## config.mk

```make
export PLATFORM = sky130hd
export DESIGN_NAME = uart_tx_fifo_serializer
export DESIGN_NICKNAME = d
export VERILOG_FILES = /design/src/design/utfs_pkg.sv /design/src/design/utfs_front.sv /design/src/design/utfs_back.sv /design/src/design/uart_tx_fifo_serializer.sv
export SDC_FILE = /design/constraint.sdc
export NUM_CORES = 1
export LEC_CHECK = 0
export BUFFER_PORTS_ARGS = -buffer_cell sky130_fd_sc_hd__buf_2
export CAP_MARGIN = 20
export CORE_MARGIN = 5
export CORE_UTILIZATION = 55
export DETAILED_ROUTE_END_ITERATION = 8
export PLACE_DENSITY = 0.71
export SLEW_MARGIN = 0
export SYNTH_ARGS = -nofsm -noshare
export SYNTH_HDL_FRONTEND = slang
export SYNTH_SLANG_ARGS = --single-unit
```

## constraint.sdc

```tcl
create_clock -name clk -period 11.6 [get_ports clk]
set_input_delay 0.58 -clock clk [delete_from_list [all_inputs] [get_ports clk]]
set_output_delay 0.58 -clock clk [all_outputs]
set_load 0.02 [all_outputs]
```

## src/design/utfs_pkg.sv

```systemverilog
// Shared constants and types for the UART transmitter with FIFO.
package utfs_pkg;

    localparam int FIFO_DEPTH  = 128;
    localparam int PTR_W       = $clog2(FIFO_DEPTH);
    localparam int LEVEL_W     = PTR_W;
    localparam int DATA_BITS   = 8;
    localparam int BITCNT_W    = 4;
    localparam int TICK_W      = 8;

    localparam int QUEUE_DEPTH = 2;
    localparam int QPTR_W      = $clog2(QUEUE_DEPTH);
    localparam int QCNT_W      = $clog2(QUEUE_DEPTH + 1);

    localparam int CFG_IDX_W   = 1;
    localparam int CFG_DATA_W  = 8;

    localparam logic [CFG_IDX_W-1:0] CFG_COMPARE_VALUE = 1'd0;
    localparam logic [CFG_IDX_W-1:0] CFG_TX_ENABLE     = 1'd1;

    localparam logic [TICK_W-1:0] COMPARE_RESET = 8'd207;
    localparam logic              ENABLE_RESET  = 1'b1;

    localparam logic REQ_TICK = 1'b0;
    localparam logic REQ_PUSH = 1'b1;

    // Classified word handed from the front to the back.
    typedef struct packed {
        logic                 is_push;
        logic [DATA_BITS-1:0] data;
    } utfs_cmd_t;

    // Transmitter configuration seen by the back.
    typedef struct packed {
        logic [TICK_W-1:0] compare_value;
        logic              tx_enable;
    } utfs_cfg_t;

endpackage

```

## src/design/utfs_front.sv

```systemverilog
// Front end: accepts input words, classifies them and queues them for the back.
module utfs_front
    import utfs_pkg::*;
(
    input  logic                 clk,
    input  logic                 rst_n,
    input  logic                 in_valid,
    output logic                 in_ready,
    input  logic                 req_type,
    input  logic [DATA_BITS-1:0] byte_value,
    output logic                 cmd_valid,
    input  logic                 cmd_ready,
    output utfs_cmd_t            cmd
);

    utfs_cmd_t         q_reg [QUEUE_DEPTH];
    logic [QPTR_W-1:0] wr_ptr_reg;
    logic [QPTR_W-1:0] wr_ptr_next;
    logic [QPTR_W-1:0] rd_ptr_reg;
    logic [QPTR_W-1:0] rd_ptr_next;
    logic [QCNT_W-1:0] count_reg;
    logic [QCNT_W-1:0] count_next;
    logic              enq;
    logic              deq;
    utfs_cmd_t         cmd_in;

    assign in_ready  = (count_reg != QCNT_W'(QUEUE_DEPTH));
    assign cmd_valid = (count_reg != '0);
    assign cmd       = q_reg[rd_ptr_reg];

    assign enq = in_valid && in_ready;
    assign deq = cmd_valid && cmd_ready;

    always_comb
    begin
        cmd_in.is_push = (req_type == REQ_PUSH);
        cmd_in.data    = byte_value;
    end

    always_comb
    begin
        wr_ptr_next = wr_ptr_reg;
        rd_ptr_next = rd_ptr_reg;
        count_next  = count_reg;
        if (enq)
        begin
            wr_ptr_next = wr_ptr_reg + QPTR_W'(1);
        end
        if (deq)
        begin
            rd_ptr_next = rd_ptr_reg + QPTR_W'(1);
        end
        case ({enq, deq})
            2'b10:   count_next = count_reg + QCNT_W'(1);
            2'b01:   count_next = count_reg - QCNT_W'(1);
            default: count_next = count_reg;
        endcase
    end

    always_ff @(posedge clk or negedge rst_n)
    begin
        if (!rst_n)
        begin
            wr_ptr_reg <= '0;
            rd_ptr_reg <= '0;
            count_reg  <= '0;
        end
        else
        begin
            wr_ptr_reg <= wr_ptr_next;
            rd_ptr_reg <= rd_ptr_next;
            count_reg  <= count_next;
        end
    end

    always_ff @(posedge clk)
    begin
        if (enq)
        begin
            q_reg[wr_ptr_reg] <= cmd_in;
        end
    end

endmodule

```

## src/design/utfs_back.sv

```systemverilog
// Back end: FIFO store, bit timer, serializer and the result register.
module utfs_back
    import utfs_pkg::*;
(
    input  logic               clk,
    input  logic               rst_n,
    input  utfs_cfg_t          cfg,
    input  logic               cmd_valid,
    output logic               cmd_ready,
    input  utfs_cmd_t          cmd,
    output logic               out_valid,
    input  logic               out_ready,
    output logic               tx_line,
    output logic               push_accepted,
    output logic               busy_res,
    output logic [LEVEL_W-1:0] queue_level
);

    logic [DATA_BITS-1:0] mem [FIFO_DEPTH];
    logic [DATA_BITS-1:0] mem_rdata_reg;

    logic [PTR_W-1:0]     wp_reg;
    logic [PTR_W-1:0]     wp_next;
    logic [PTR_W-1:0]     rp_reg;
    logic [PTR_W-1:0]     rp_next;
    logic [DATA_BITS-1:0] shift_reg;
    logic [DATA_BITS-1:0] shift_next;
    logic [BITCNT_W-1:0]  bit_count_reg;
    logic [BITCNT_W-1:0]  bit_count_next;
    logic                 in_frame_reg;
    logic                 in_frame_next;
    logic [TICK_W-1:0]    tick_count_reg;
    logic [TICK_W-1:0]    tick_count_next;
    logic                 line_level_reg;
    logic                 line_level_next;
    logic                 load_pending_reg;
    logic                 load_pending_next;

    logic                 out_valid_reg;
    logic                 tx_line_reg;
    logic                 push_accepted_reg;
    logic                 busy_reg;
    logic [LEVEL_W-1:0]   level_reg;

    logic                 fire;
    logic                 wr_en;
    logic                 rd_en;
    logic                 accepted;
    logic [PTR_W-1:0]     wp_inc;
    logic [DATA_BITS-1:0] shift_cur;

    assign cmd_ready = !out_valid_reg || out_ready;
    assign fire      = cmd_valid && cmd_ready;
    assign wp_inc    = wp_reg + PTR_W'(1);

    // The head byte arrives from the read port in the cycle after frame start; take it from there then.
    assign shift_cur = load_pending_reg ? mem_rdata_reg : shift_reg;

    always_comb
    begin
        wp_next           = wp_reg;
        rp_next           = rp_reg;
        shift_next        = shift_cur;
        bit_count_next    = bit_count_reg;
        in_frame_next     = in_frame_reg;
        tick_count_next   = tick_count_reg;
        line_level_next   = line_level_reg;
        load_pending_next = 1'b0;
        wr_en             = 1'b0;
        rd_en             = 1'b0;
        accepted          = 1'b0;

        if (fire)
        begin
            if (cmd.is_push)
            begin
                // Drop the byte when the ring is full.
                if (wp_inc != rp_reg)
                begin
                    wr_en    = 1'b1;
                    wp_next  = wp_inc;
                    accepted = 1'b1;
                end
            end
            else if (cfg.tx_enable)
            begin
                if (tick_count_reg == cfg.compare_value)
                begin
                    tick_count_next = '0;
                    if (!in_frame_reg)
                    begin
                        if (wp_reg == rp_reg)
                        begin
                            line_level_next = 1'b1;
                        end
                        else
                        begin
                            rd_en             = 1'b1;
                            load_pending_next = 1'b1;
                            rp_next           = rp_reg + PTR_W'(1);
                            bit_count_next    = '0;
                            in_frame_next     = 1'b1;
                            line_level_next   = 1'b0;
                        end
                    end
                    else if (bit_count_reg < BITCNT_W'(DATA_BITS))
                    begin
                        line_level_next = shift_cur[0];
                        shift_next      = shift_cur >> 1;
                        bit_count_next  = bit_count_reg + BITCNT_W'(1);
                    end
                    else
                    begin
                        line_level_next = 1'b1;
                        in_frame_next   = 1'b0;
                    end
                end
                else
                begin
                    tick_count_next = tick_count_reg + TICK_W'(1);
                end
            end
        end
    end

    always_ff @(posedge clk or negedge rst_n)
    begin
        if (!rst_n)
        begin
            wp_reg           <= '0;
            rp_reg           <= '0;
            shift_reg        <= '0;
            bit_count_reg    <= '0;
            in_frame_reg     <= 1'b0;
            tick_count_reg   <= '0;
            line_level_reg   <= 1'b1;
            load_pending_reg <= 1'b0;
            out_valid_reg    <= 1'b0;
        end
        else
        begin
            wp_reg           <= wp_next;
            rp_reg           <= rp_next;
            shift_reg        <= shift_next;
            bit_count_reg    <= bit_count_next;
            in_frame_reg     <= in_frame_next;
            tick_count_reg   <= tick_count_next;
            line_level_reg   <= line_level_next;
            load_pending_reg <= load_pending_next;
            if (fire)
            begin
                out_valid_reg <= 1'b1;
            end
            else if (out_ready)
            begin
                out_valid_reg <= 1'b0;
            end
        end
    end

    // Result payload: hold until taken, load on every processed word.
    always_ff @(posedge clk)
    begin
        if (fire)
        begin
            tx_line_reg       <= line_level_next;
            push_accepted_reg <= accepted;
            busy_reg          <= (wp_next != rp_next) || in_frame_next;
            level_reg         <= wp_next - rp_next;
        end
    end

    always_ff @(posedge clk)
    begin
        if (wr_en)
        begin
            mem[wp_reg] <= cmd.data;
        end
        if (rd_en)
        begin
            mem_rdata_reg <= mem[rp_reg];
        end
    end

    assign out_valid     = out_valid_reg;
    assign tx_line       = tx_line_reg;
    assign push_accepted = push_accepted_reg;
    assign busy_res      = busy_reg;
    assign queue_level   = level_reg;

endmodule

```

## src/design/uart_tx_fifo_serializer.sv

```systemverilog
// Top level of the 8N1 UART transmitter with a ring-buffer FIFO.
// Each input word passes through the front queue and then the back end's result register.
// Throughput: one word per clock while the output is not stalled, set by the back end's per-word state update.
// A two-entry queue and the result register let input and output stall independently.
// Reset (asynchronous, active low) clears pointers, timer, serializer and handshakes;
// the FIFO store is not cleared and needs no clearing pass.
module uart_tx_fifo_serializer
    import utfs_pkg::*;
(
    input  logic                  clk,
    input  logic                  rst_n,
    input  logic                  in_valid,
    output logic                  in_ready,
    input  logic                  req_type,
    input  logic [DATA_BITS-1:0]  byte_value,
    output logic                  out_valid,
    input  logic                  out_ready,
    output logic                  tx_line,
    output logic                  push_accepted,
    output logic                  busy_res,
    output logic [LEVEL_W-1:0]    queue_level,
    input  logic                  cfg_write_en,
    input  logic [CFG_IDX_W-1:0]  cfg_index,
    input  logic [CFG_DATA_W-1:0] cfg_data
);

    logic [TICK_W-1:0] compare_value_reg;
    logic              tx_enable_reg;
    utfs_cfg_t         cfg;
    utfs_cmd_t         cmd;
    logic              cmd_valid;
    logic              cmd_ready;

    always_ff @(posedge clk or negedge rst_n)
    begin
        if (!rst_n)
        begin
            compare_value_reg <= COMPARE_RESET;
            tx_enable_reg     <= ENABLE_RESET;
        end
        else if (cfg_write_en)
        begin
            unique case (cfg_index)
                CFG_COMPARE_VALUE: compare_value_reg <= cfg_data[TICK_W-1:0];
                CFG_TX_ENABLE:     tx_enable_reg     <= cfg_data[0];
                default:           ;
            endcase
        end
    end

    always_comb
    begin
        cfg.compare_value = compare_value_reg;
        cfg.tx_enable     = tx_enable_reg;
    end

    utfs_front u_front (
        .clk        (clk),
        .rst_n      (rst_n),
        .in_valid   (in_valid),
        .in_ready   (in_ready),
        .req_type   (req_type),
        .byte_value (byte_value),
        .cmd_valid  (cmd_valid),
        .cmd_ready  (cmd_ready),
        .cmd        (cmd)
    );

    utfs_back u_back (
        .clk           (clk),
        .rst_n         (rst_n),
        .cfg           (cfg),
        .cmd_valid     (cmd_valid),
        .cmd_ready     (cmd_ready),
        .cmd           (cmd),
        .out_valid     (out_valid),
        .out_ready     (out_ready),
        .tx_line       (tx_line),
        .push_accepted (push_accepted),
        .busy_res      (busy_res),
        .queue_level   (queue_level)
    );

endmodule

```

==> results of run 1 <==
==> stage by stage <==
| stage | setup WS, ns | util | hold slack (ns) | area, um^2 |
|---|---|---|---|---|
| floorplan | 7.53 | - | 0.284 | 44100 |
| finish | 6.55 | 0.617 | 0.0455 | 48900 |
| CTS | 6.53 | 0.617 | 0.0342 | 48900 |
| detailed placement | 6.39 | 0.574 | 0.487 | 45500 |
| global placement | 6.39 | 0.574 | 0.478 | 45500 |
| global route | 6.29 | 0.617 | 0.0863 | 48900 |
==> kinds of logic after synthesis <==
family / after synthesis / synth area share
AOI/OAI and AO/OA: 161 / 0.0252
adders and majority gates: 12 / 0.00357
xor gates and xnor gates: 49 / 0.0101
and+or+nand+nor: 352 / 0.0381
DFF: 1111 / 0.751
muxes: 353 / 0.156
buffers and inverters: 134 / 0.0161
==> power by group <==
| part | switching (mW) | internal [mW] | leakage (nW) |
|---|---|---|---|
| sequential | 0.107 | 4.98 | 10.2 |
| clock | 1.44 | 1.94 | 1.68 |
| combinational | 0.992 | 0.365 | 3.27 |
| total | 2.54 | 7.29 | 15.1 |
==> layout by cell type (no fill, tap or decap), types with 9 or more instances in the layout <==
| master | instances |
|---|---|
| o21ai_0 | 23 |
| a21oi_1 | 28 |
| buf_2 | 36 |
| mux2i_1 | 56 |
| clkbuf_16 | 109 |
| clkbuf_1 | 23 |
| nand2_1 | 57 |
| nor3_1 | 38 |
| dfrtp_1 | 39 |
| edfxtp_1 | 1060 |
| a22oi_1 | 23 |
| xor2_1 | 14 |
| nand4_1 | 11 |
| nor2b_1 | 34 |
| clkinv_2 | 26 |
| inv_1 | 9 |
| ha_1 | 11 |
| buf_4 | 62 |
| o22ai_1 | 9 |
| nand2b_1 | 13 |
| nand3_1 | 23 |
| bufinv_16 | 10 |
| mux4_2 | 266 |
| nor2_1 | 134 |
| and3_1 | 12 |
| clkinv_1 | 25 |
| a211oi_1 | 22 |
| xnor2_1 | 34 |
| mux2_2 | 23 |
==> layer usage <==
metal,up-vias,GRT usage,part of all wire
met5,-,0,0
met4,0,0.0754,0.031
met3,197,0.0476,0.094
met2,1158,0.373,0.48
met1,11597,0.346,0.39
li1,9111,-,-
==> worst max-delay path, cell delays in order, from the launching register on <==
cell      delay [ns]
dfrtp_4         0.85
buf_12          0.41
xnor2_1         0.16
a41oi_1         0.38
and3_1          0.81
xor2_1          0.27
ha_1            0.18
inv_1           0.06
fa_1            0.40
a21oi_1         0.15
nor2_1          0.05
nor2_1          0.16
o21bai_1        0.09
a21oi_1         0.20
xor3_1          0.33
==> how the worst max path moves through the flow <==
stage,endpoint,slack (ns),depth (start not counted)
3_5_place_dp,u_back.queue_level[6],6.39,15
2_1_floorplan,u_back.queue_level[6],7.53,16
4_1_cts,u_back.queue_level[6],6.53,14
5_1_grt,u_back.queue_level[6],6.29,14
3_3_place_gp,u_back.queue_level[6],6.39,15
6_report,u_back.queue_level[6],6.55,14
==> layout make-up <==
class	instances	share of cell area
tap	1050	0.0268
timing repair buffer	101	0.0144
sequential	1111	0.677
clock buffer	132	0.0575
multi-input combinational	927	0.211
clock inverter	68	0.0122
inverter	10	0.000767
==> run_results.csv, run 1 <==
group,metric,value,unit
status,outcome,"complete, no violations",
floorplanning,dieWidth,293,um
sta,setup_viol,0,
floorplanning,die-area,86000,um^2
clock_tree,postCtsResizedCells,0,
clock_tree,cts-root-buf,"clkbuf_16",
worst_hold_path,hp-class,"in2async",
global_routing,grtUsageTotal,0.238,
cells_and_area,multi_input_area,10300,um^2
logic_synthesis,synth_top_area_share,0.721,
power,power.leakage,15.1,nW
critical_path,ff2ff_path_depth,14,
placement,gp_congestion,0.882,
floorplanning,initial_core_util,0.557,
floorplanning,num_io_pins,35,
sta,report.final.slew_viol_count,0,
critical_path,required,12.00,ns
sta,hold_viol,0,
detailed_routing,via_per_inst,6.49,
critical_path,r2r_start,"u_back.rp_reg[2]",
logic_synthesis,synth_seq_cells,1111,
logic_synthesis,synth_fp_nets,2207,
detailed_routing,via_count,22063,
cells_and_area,instances_no_fill,3399,
power,peakVddDrop,0.155,mV
critical_path,setup.worst_path.start_class,"register",
global_routing,grt_pass1_vias,22307,
logic_synthesis,syn_area,44100,um^2
logic_synthesis,syn_avg_cell_area,20.3,um^2
sta,fin_skew,0.0213,ns
logic_synthesis,ys_top_cells_by_count,"1060 x edfxtp_1, 266 x mux4_2, 134 x nor2_1",
cells_and_area,largest_register_ffs,1024,
critical_path,rr_endpoint,"u_back.queue_level[6]",
cells_and_area,fillCellCount,5361,
critical_path,critical_path_arrival,5.45,ns
cells_and_area,area_growth,10.9,%
clock_tree,cts_buffers,108,
detailed_routing,drtAntennaViolNets,0,
logic_synthesis,netlist_top_cells_area,"edfxtp_1 72%, mux4_2 14%, dfrtp_1 2.4%",
critical_path,r2r_slack,6.55,ns
logic_synthesis,yosys.area.top_type,"edfxtp_1",
floorplanning,fp-row-count,103,
logic_synthesis,async_flop_share,0.0459,
detailed_routing,drtPass1Iterations,6,
clock_tree,clk_latency,0.66,ns
clock_tree,clk_pin_slew,0.06,ns
floorplanning,fp.dieH,293,um
critical_path,worst_setup_path_end_kind,"register",
cells_and_area,nets,2294,
flow_run,cap_violations,0,
clock_tree,cts_tree,"yes",
detailed_routing,route.detailed.drc,0,
placement,dp.cells,3198,
critical_path,crit_type,"reg2reg",
logic_synthesis,ys_types,65,
clock_tree,cts.sinks,1111,
logic_synthesis,synth_warnings,0,
placement,port_buffers,34,
cells_and_area,n_antenna_cell,0,
sta,rsz0062_at_grt,"false",
clock_tree,postCtsSetupBuffers,0,
global_routing,antenna_found_initial,1,
global_routing,grt_max_degree,111,
clock_tree,cts_hold_buf,0,
sta,max_freq,198,MHz
logic_synthesis,synth_edf_count,1060,
detailed_routing,first_iter_violations,2678,
power,power,9.83,mW
sta,tns,0,ns
logic_synthesis,seq_area_frac_synth,0.751,
sta,fin_crit,5.05,ns
cells_and_area,final-seq-area,33100,um^2
cells_and_area,drive_above_1_share,0.243,
sta,worst_pin_slew,1.19,ns
global_routing,grt_pass1_wl,151,mm
critical_path,critPathLaunch,"u_back.rp_reg[2]",
clock_tree,cts_max_level,3,
logic_synthesis,syn_inst,2172,
power,powerDensity,201,nW/um^2
detailed_routing,post_drt_wl_per_cell,30.0,um
logic_synthesis,ys.flop_type,"edfxtp_1",
critical_path,path_max_fanout,104,
detailed_routing,wirelength,102,mm
global_routing,grt-ovfl-total,0,
sta,timing.final.crit_share,0.435,
placement,dp_hpwl,61.0,mm
sta,timing.slew.headroom,0.207,
floorplanning,core,79300,um^2
clock_tree,ctsLongestPathBuffers,3,
logic_synthesis,synthMostInstantiatedCell,"edfxtp_1",
No activity file was read; power rests on OpenSTA's default activity.
==> run 2: changes to the inputs <==
==> constraint.sdc (replaced) <==
create_clock -name clk -period 4.8 [get_ports clk]
set_input_delay 0.24 -clock clk [delete_from_list [all_inputs] [get_ports clk]]
set_output_delay 0.24 -clock clk [all_outputs]
set_load 0.02 [all_outputs]
==> run 2 against run 1 <==
  * Cell area up 0.88%
  * Sequential cell count did not move
  * Critical endpoint unchanged
  * Critical path depth unchanged
  * First-iteration DRC count grew 3.1%
  * Global-route usage increased by 0.12 points
  * Die area is the same
  * Hold slack improved by 0.064 ns
  * Clock power is 140% higher
  * Clock skew rose by 0.0062 ns
  * Worst setup slack lost 6.0 ns
==> run_results.csv, run 2 (synthesis gave the netlist of run 1 again) <==
group,metric,value,unit
cells_and_area,largest_register_ffs,1024,
clock_tree,ctsLongestPathBuffers,3,
clock_tree,cts_max_level,3,
clock_tree,clk_pin_slew,0.06,ns
worst_hold_path,hp-class,"in2reg",
worst_hold_path,hold_depth,3,
clock_tree,cts_buffers,108,
cells_and_area,final-seq-area,33100,um^2
critical_path,path_max_fanout,12,
floorplanning,dieWidth,293,um
detailed_routing,drtAntennaViolNets,0,
critical_path,ff2ff_path_depth,14,
clock_tree,cts_tree,"yes",
critical_path,worst_setup_path_end_kind,"register",
cells_and_area,n_antenna_cell,0,
power,power.leakage,15.3,nW
sta,hold_viol,0,
global_routing,grt_pass1_wl,151,mm
detailed_routing,via_count,22212,
cells_and_area,area_growth,11.9,%
detailed_routing,drtPass1Iterations,7,
detailed_routing,wirelength,102,mm
critical_path,critPathMaxStageDelay,0.53,ns
critical_path,setup.worst_path.start_class,"register",
sta,report.final.slew_viol_count,0,
status,outcome,"complete, no violations",
floorplanning,num_io_pins,35,
sta,setup_viol,0,
critical_path,critical_path_arrival,4.65,ns
global_routing,grt_pass1_vias,22091,
global_routing,grtUsageTotal,0.239,
clock_tree,cts.sinks,1111,
detailed_routing,via_per_inst,6.46,
sta,tns,0,ns
worst_hold_path,hold_start,"cfg_index",
cells_and_area,nets,2332,
critical_path,r2r_start,"u_back.wp_reg[0]",
cells_and_area,multi_input_area,10300,um^2
flow_run,cap_violations,0,
placement,dp_hpwl,60.5,mm
placement,port_buffers,34,
cells_and_area,fillCellCount,5301,
critical_path,required,5.22,ns
sta,rsz0062_at_grt,"false",
critical_path,rr_endpoint,"u_back.queue_level[6]",
clock_tree,cts-root-buf,"clkbuf_16",
critical_path,path_cells,"ha_1 -> o21ba_2 -> a221oi_1 -> o2111ai_1 -> a31o_2 -> nand2_1 -> mux2_2 -> fa_1 -> a21oi_1 -> nor2_1 -> nor2_1 -> o21bai_1 -> a21oi_1 -> xor3_1",
critical_path,crit_type,"reg2reg",
detailed_routing,post_drt_wl_per_cell,29.8,um
placement,gp_congestion,0.857,
cells_and_area,final_common_cell,"edfxtp_1",
floorplanning,fp.dieH,293,um
floorplanning,die-area,86000,um^2
power,powerDensity,485,nW/um^2
sta,timing.slew.headroom,0.222,
critical_path,r2r_slack,0.57,ns
detailed_routing,first_iter_violations,2761,
sta,worst_pin_slew,1.16,ns
global_routing,grt-ovfl-total,0,
global_routing,grt_max_degree,106,
power,peakVddDrop,0.328,mV
clock_tree,clk_latency,0.68,ns
global_routing,antenna_found_initial,1,
sta,fin_crit,4.23,ns
cells_and_area,final_cell_mix,"1060 x edfxtp_1, 266 x mux4_2, 134 x nor2_1, 109 x clkbuf_16, 77 x buf_4",
clock_tree,postCtsResizedCells,0,
critical_path,cp_slowest_cell,"dfrtp_1",
sta,fin_skew,0.0275,ns
detailed_routing,route.detailed.drc,0,
floorplanning,core,79300,um^2
worst_hold_path,min_to,"compare_value_reg[0]",
floorplanning,initial_core_util,0.557,
cells_and_area,postLayoutCellArea,49400,um^2
sta,max_freq,236,MHz
placement,placed_area,45700,um^2
cells_and_area,drive_above_1_share,0.242,
sta,timing.final.crit_share,0.882,
floorplanning,fp-row-count,103,
[run 2: how the worst max path moves through the flow]
stage	startpoint	endpoint	slack, ns	cells after the start
finish	u_back.wp_reg[0]	u_back.queue_level[6]	0.57	14
global route	u_back.wp_reg[0]	u_back.queue_level[6]	0.26	16
CTS	u_back.wp_reg[0]	u_back.queue_level[6]	0.58	14
detailed placement	u_back.wp_reg[0]	u_back.queue_level[6]	0.63	14
global placement	u_back.wp_reg[0]	u_back.queue_level[6]	0.65	14
floorplan	u_back.out_valid	u_back.queue_level[6]	0.75	16
[run 2: routing by layer]
layer,wire length [um],vias up,GRT usage
met2,48700,1168,0.369
met3,10100,165,0.0515
met5,13,-,0
li1,-,9189,-
met1,40700,11688,0.352
met4,2900,2,0.0716
[run 2: cell type report]
cell class / instances / area share
clock buffer: 139 / 0.0581
clock inverter: 63 / 0.0122
inverter: 10 / 0.000760
multi-input combinational: 927 / 0.209
sequential: 1111 / 0.671
tap: 1050 / 0.0266
timing repair buffer: 139 / 0.0221
[run 2: power by group]
part / switching (mW) / internal, mW / total (mW)
Combinational: 2.50 / 0.950 / 3.45
Clock: 3.51 / 4.76 / 8.28
Sequential: 0.200 / 12.0 / 12.2
Total: 6.21 / 17.8 / 24.0
[run 2: worst max-delay path, delay by kind of cell (launching register included)]
kind	cells	cell delay (ns)
compound gates	7	1.51
xor+xnor	1	0.32
fa+ha+maj	2	0.82
flops	1	0.53
mux	1	0.39
simple gates	3	0.40
[run 2: metrics by stage]
stage / instances / total power, mW / util / hold slack, ns / setup slack [ns]
after floorplan: 2172 / 14.4 / - / -0.0556 / 0.752
after global placement: 3209 / 15.7 / 0.576 / 0.386 / 0.651
after detailed placement: 3215 / 15.8 / 0.576 / 0.400 / 0.626
after CTS: 3438 / 24.0 / 0.623 / 0.0874 / 0.583
after global routing: 3439 / 24.7 / 0.623 / 0.105 / 0.260
final: 3439 / 24.0 / 0.623 / 0.110 / 0.566
[run 2: what timing repair did]
| action | in CTS | in global routing |
|---|---|---|
| endpoints found under the setup margin | 0 | 0 |
| buffers inserted | 0 | 0 |
| hold endpoints to repair | 72 | 0 |
| hold buffers | 21 | 0 |
